`config.mk`:
```
export PLATFORM = sky130hd
export DESIGN_NAME = re1c_div
export DESIGN_NICKNAME = d
export VERILOG_FILES = /design/src/re1c_pkg.sv /design/src/re1c_div.sv
export SDC_FILE = /design/constraint.sdc
export NUM_CORES = 1
export LEC_CHECK = 0
export BUFFER_PORTS_ARGS = -buffer_cell sky130_fd_sc_hd__clkbuf_2
export CORE_MARGIN = 2
export CORE_UTILIZATION = 57
export DETAILED_ROUTE_END_ITERATION = 10
export PLACE_DENSITY = 0.82
export RECOVER_POWER = 25
export SYNTH_ARGS = -nofsm -noshare
export SYNTH_HDL_FRONTEND = slang
export SYNTH_SLANG_ARGS = --single-unit
```
`constraint.sdc`:
```
create_clock -name clk -period 5.85 [get_ports clk]
set_input_delay 1.755 -clock clk [delete_from_list [all_inputs] [get_ports clk]]
set_output_delay 1.755 -clock clk [all_outputs]
set_load 0.005 [all_outputs]
```
`src/re1c_pkg.sv`:
```
// Shared constants, request codes, sequencer states and structs for the order-1 rANS encoder.
`timescale 1ns / 1ps
`default_nettype none
package re1c_pkg;

    // Field and datapath widths
    localparam int STATE_W = 19;  // coder state
    localparam int PROB_W  = 12;  // frequency / cumulative
    localparam int WIDE_W  = 31;  // state before renormalization
    localparam int LOG_W   = 4;
    localparam int BYTE_W  = 8;
    localparam int REQ_W   = 3;
    localparam int STEP_W  = 5;   // divide step counter

    localparam logic [LOG_W-1:0] MIN_TABLE_LOG   = 4'd5;
    localparam logic [LOG_W-1:0] RESET_TABLE_LOG = 4'd11;

    // Request codes
    localparam logic [REQ_W-1:0] REQ_WR_ORDER0 = 3'd0;
    localparam logic [REQ_W-1:0] REQ_WR_ORDER1 = 3'd1;
    localparam logic [REQ_W-1:0] REQ_SET_EN    = 3'd2;
    localparam logic [REQ_W-1:0] REQ_ENCODE    = 3'd3;
    localparam logic [REQ_W-1:0] REQ_FLUSH     = 3'd4;

    // Result status codes
    localparam logic STATUS_OK        = 1'b0;
    localparam logic STATUS_ZERO_FREQ = 1'b1;

    // At most three bytes per item
    localparam logic [1:0] MAX_BYTES = 2'd3;

    typedef enum logic [2:0] {
        ST_IDLE,
        ST_LOOKUP,
        ST_DIV,
        ST_COMBINE,
        ST_RENORM,
        ST_OUT_WAIT
    } fsm_t;

    // Table write / read request from the sequencer
    typedef struct packed {
        logic              o0_we;
        logic              o1_we;
        logic              en_we;
        logic              rd_en;
        logic [BYTE_W-1:0] sym;
        logic [BYTE_W-1:0] ctx;
        logic [PROB_W-1:0] freq;
        logic [PROB_W-1:0] cumul;
        logic              en;
    } tbl_req_t;

    // Selected table entry, valid the cycle after a read
    typedef struct packed {
        logic              ok;
        logic [PROB_W-1:0] freq;
        logic [PROB_W-1:0] cumul;
    } lookup_t;

endpackage
`default_nettype wire

```
`src/re1c_div.sv`:
```
// Restoring divider: coder state by symbol frequency, one quotient bit per cycle.
`timescale 1ns / 1ps
`default_nettype none
module re1c_div (
    input  wire logic                          clk,
    input  wire logic                          rst_n,
    input  wire logic                          start,
    input  wire logic [re1c_pkg::STATE_W-1:0]  dividend,
    input  wire logic [re1c_pkg::PROB_W-1:0]   divisor,
    output logic                               done,
    output logic [re1c_pkg::STATE_W-1:0]       quotient,
    output logic [re1c_pkg::PROB_W-1:0]        remainder
);

    localparam int SW = re1c_pkg::STATE_W;
    localparam int PW = re1c_pkg::PROB_W;
    localparam int CW = re1c_pkg::STEP_W;
    localparam logic [CW-1:0] LAST_STEP = CW'(SW - 1);

    logic          busy_reg, busy_next;
    logic          done_reg, done_next;
    logic [CW-1:0] cnt_reg, cnt_next;
    logic [SW-1:0] quot_reg;
    logic [PW-1:0] rem_reg;
    logic [PW-1:0] dvs_reg;

    logic [PW+1:0] diff;
    logic          ge;

    // Trial subtract of the shifted partial remainder
    assign diff = {1'b0, rem_reg, quot_reg[SW-1]} - {2'b00, dvs_reg};
    assign ge   = !diff[PW+1];

    // Step control
    always_comb
    begin
        busy_next = busy_reg;
        done_next = 1'b0;
        cnt_next  = cnt_reg;
        if (start)
        begin
            busy_next = 1'b1;
            cnt_next  = '0;
        end
        else if (busy_reg)
        begin
            cnt_next = cnt_reg + CW'(1);
            if (cnt_reg == LAST_STEP)
            begin
                busy_next = 1'b0;
                done_next = 1'b1;
            end
        end
    end

    always_ff @(posedge clk or negedge rst_n)
    begin
        if (!rst_n)
        begin
            busy_reg <= 1'b0;
            done_reg <= 1'b0;
            cnt_reg  <= '0;
        end
        else
        begin
            busy_reg <= busy_next;
            done_reg <= done_next;
            cnt_reg  <= cnt_next;
        end
    end

    // Shift register holds dividend bits, then quotient bits
    always_ff @(posedge clk)
    begin
        if (start)
        begin
            quot_reg <= dividend;
            rem_reg  <= '0;
            dvs_reg  <= divisor;
        end
        else if (busy_reg)
        begin
            quot_reg <= {quot_reg[SW-2:0], ge};
            rem_reg  <= ge ? diff[PW-1:0] : {rem_reg[PW-2:0], quot_reg[SW-1]};
        end
    end

    assign done      = done_reg;
    assign quotient  = quot_reg;
    assign remainder = rem_reg;

endmodule
`default_nettype wire

```
---- After elaboration in Yosys (flattened, before gate mapping) ----
Index checks and enable logic that the tools add are counted.
storage, ports and cells
  flip-flop bits (word level) ............. 50
  bits of input ports ..................... 34
  output and inout port bits .............. 32
  word-level logic and storage cells ...... 22
operators by class
  add/subtract/negate cells ............... 2
  equal/unequal tests ..................... 1
  multiplexer cells ....................... 11
  reductions and logical operators ........ 2
operators by type and width
  cell                                         count
  two-way mux 19 bit                           2
  subtractor 13 x 12 -> 14 bit                 1
  two-way mux 12 bit                           1
  two-way mux 5 bit                            2
  two-way mux 1 bit                            6
  adder 5 x 1 -> 5 bit, second input constant  1
  == test 5 bit, second input constant         1
  nonzero test 2 bit                           1
  zero test 1 bit                              1

---- Depth between registers and ports, before layout ----
  word-level depth ........................ 4
  depth in mapped cells ................... 9
  gate-level depth less buffers ........... 9

---- Worst setup path after synthesis ----
OpenSTA, ideal clock, no wires.
  path type ............................... input -> register
  start ................................... input port start
  end ..................................... register quot_reg[18], in the netlist quotient[18] (data pin)
  setup time .............................. 260 ps
  arrival time ............................ 2426 ps
  data required time ...................... 5590 ps
  path slack .............................. 3164 ps
  stages .................................. 2
  buffers on the path ..................... 1
  path through ............................ buf_1 -> mux2_2
on the way
  word-level cells in the longest chain between the ends .. 1
RTL lines
  what                    RTL line        text
  start: declaration      re1c_div.sv:7   input wire logic start,
  two-way mux 19 bit      re1c_div.sv:75  if (start)
  end signal: assignment  re1c_div.sv:77  quot_reg <= dividend;
  end signal: assignment  re1c_div.sv:83  quot_reg <= {quot_reg[SW-2:0], ge};
  end: declaration        re1c_div.sv:23  logic [SW-1:0] quot_reg;
Every way passes these cells.
A chain may end at the register's enable or synchronous reset.

---- Worst setup path after layout ----
  start ................................... input port start
  end ..................................... register quot_reg[8], in the netlist quotient[8] (data pin)
Same word-level chain as after synthesis.

==> impl_metrics.json <==
{
  "status": "finished, violations left",
  "violations": "max-capacitance violations, max-slew violations",
  "grt_max_degree": 53,
  "cap_violations": 1,
  "synth_cell_types": 49,
  "hold-worst-slack_ps": 523.4,
  "top_usage_layer": "met2",
  "antenna_found_initial": 0,
  "grt.met2_usage": 0.3476,
  "vias": 1933,
  "cp_top_family": "buffers and inverters",
  "layout-drive-gt1-share": 0.3266,
  "grt.overflow.total": 0,
  "rsz0062_at_grt": "false",
  "final.min_clock_period_ps": 4133,
  "dieArea_um2": 5241,
  "first_pass_iters": 4,
  "cts_sinks": 50,
  "power_mw": 0.7337,
  "crit_start": "start",
  "slowest_stage": "clkbuf_1",
  "wire_per_inst_um": 14.53,
  "max_stage_delay_ps": 1820,
  "setup_ws_ps": 1717,
  "antenna_cells": 0,
  "synth_seq_cells": 50,
  "final_nets": 345,
  "end_kind": "flip-flop",
  "worstSetupPathType": "in2reg",
  "worstPathMaxFanout": 52,
  "worstPathRequired_ps": 5910,
  "cp.arrival_ps": 4190,
  "irDropWorstVdd_uv": 179.0,
  "dp_cells": 341,
  "synthArstFlopShare": 0.1400,
  "postCtsSetupBuffers": 0,
  "p_leak_nw": 1.434,
  "final_hold_viol_count": 0,
  "ant_nets": 0,
  "drc": 0,
  "grt_pass1_wl_mm": 8.735,
  "cts.repair.resized": 0,
  "cts_hold_buf": 0,
  "grt_pass1_vias": 1906,
  "routed_wl_mm": 5.070,
  "instances_no_fill": 349,
  "largest_register_ffs": 19,
  "cts_buffers": 5,
  "slew_viol_final": 53,
  "skew_ps": 9.692,
  "die_x_um": 72.40,
  "hp-class": "reg2reg",
  "crit_chain": "clkbuf_1, clkbuf_1, mux2_2",
  "fill_cells": 342,
  "synth_enable_flop_cells": 31,
  "ys_warn_count": 0,
  "syn_to_final_growth_pct": 16.85,
  "h-tree-depth": 2,
  "final_common_cell": "clkbuf_2",
  "ys.flop_type": "edfxtp_1",
  "rows": 24,
  "dp_hpwl_mm": 3.619,
  "maxSlewHeadroom": -0.7146,
  "tns_ps": 0,
  "clk_latency_ps": 310,
  "rr_startpoint": "remainder[5]",
  "root_buffer": "clkbuf_8",
  "grt_usage": 0.2162,
  "top_level_ports": 66,
  "initial_utilization": 0.5999,
  "avgSynthCellArea_um2": 11.54,
  "post-route-period-util": 0.7064,
  "worstMarginPinSlew_ps": 2572,
  "min_from": "remainder[3]",
  "cts.clk_slew.worst_paths_ps": 90,
  "port_buffers": 65,
  "synth_area_um2": 2666,
  "cts_tree": "built",
  "syn_inst": 231,
  "grtUsageMet3": 0.05694,
  "crit_top_cell": "clkbuf_1",
  "place_ws_ps": 2808,
  "setup_viol_count_final": 0,
  "syn_nets": 280,
  "ys_seq_area_frac": 0.5049,
  "clockBufferDepth": 2,
  "globalplace.congestion": 0.7715,
  "fp.dieH_um": 72.40,
  "powerDensity_nw_per_um2": 235.5,
  "timing.fmax_mhz": 242.0,
  "worst-path-buf-inv": 2,
  "post_drt_via_cell_ratio": 5.539,
  "drt_iter0_drc": 138,
  "most-common-layout-cells": "clkbuf_2 (63), edfxtp_1 (31), nor2_1 (26)",
  "crit_path_start_kind": "input pin",
  "coreArea_um2": 4444,
  "met1_usage": 0.2839
}
## worst paths after layout
check | end | depth (start not counted) | slack, ps
worst max-delay path | quotient[8] | 3 | 1720
worst min-delay path | remainder[4] | 2 | 520
worst max register to register | remainder[0] | 7 | 3430
worst min register to register | remainder[4] | 2 | 520
max in group asynchronous | cnt_reg[1] | 1 | 4270
min in group asynchronous | cnt_reg[3] | 1 | 1320
## tightest hold or removal path, cell delays in order (launching register included)
cell	delay [ps]
dfxtp_1	340
nand2_1	70
a311oi_1	70
## cell usage after synthesis, types with 3 or more instances
cell      number  share of area
xor2_1         3         0.0099
o21ai_0        4         0.0075
edfxtp_1      31           0.35
o21a_1         3         0.0084
buf_1          3         0.0042
nor2_1        26          0.037
mux2_2        19          0.080
dfrtp_1        7          0.066
or3_1          3         0.0070
a21oi_1        8          0.015
xnor2_1        5          0.016
clkbuf_1       4         0.0056
a21o_1         4          0.011
nand2_1        9          0.013
inv_1         17          0.024
mux2i_1        7          0.026
nor4_1         3         0.0070
ha_1          14          0.066
nor3_1         6          0.011
dfxtp_1       12          0.090
a211oi_1       9          0.025
## power breakdown
part	total [mW]	internal, mW	switching (mW)
registers	0.415	0.401	0.0138
logic	0.106	0.0555	0.0501
clock network	0.213	0.0953	0.118
## stage by stage
stage                     utilization  area, um^2
final                          0.7010        3115
after global routing           0.7010        3115
after CTS                      0.7024        3122
after detailed placement       0.6810        3027
after global placement         0.6810        3027
after floorplan                     -        2666
## cell type report
| type | instances | area [um^2] | share of cell area |
|---|---|---|---|
| Inverter | 18 | 67.56 | 0.02169 |
| Sequential cell | 50 | 1346 | 0.4321 |
| Tap cell | 52 | 65.06 | 0.02088 |
| Multi-Input combinational cell | 155 | 1215 | 0.3900 |
| Timing Repair Buffer | 66 | 326.6 | 0.1048 |
| Clock inverter | 2 | 12.51 | 0.004016 |
| Clock buffer | 6 | 82.58 | 0.02651 |
## metal layers
layer,share of wire,vias to the layer above
met5,0,-
met4,0.013,0
met3,0.052,5
met2,0.49,48
met1,0.45,905
li1,-,975
## cells by family (layout without fill, tap and decap cells)
family,after synthesis,after routing,share of synthesized area
AO/OA/AOI/OAI,44,44,0.1342
XOR/XNOR,8,8,0.02628
adder cells (fa/ha/maj),15,15,0.07321
buffers and inverters,26,92,0.03941
flip-flops,50,50,0.5049
multiplexers,26,26,0.1065
AND/OR/NAND/NOR,62,62,0.1154
(Power assumes the default switching activity.)
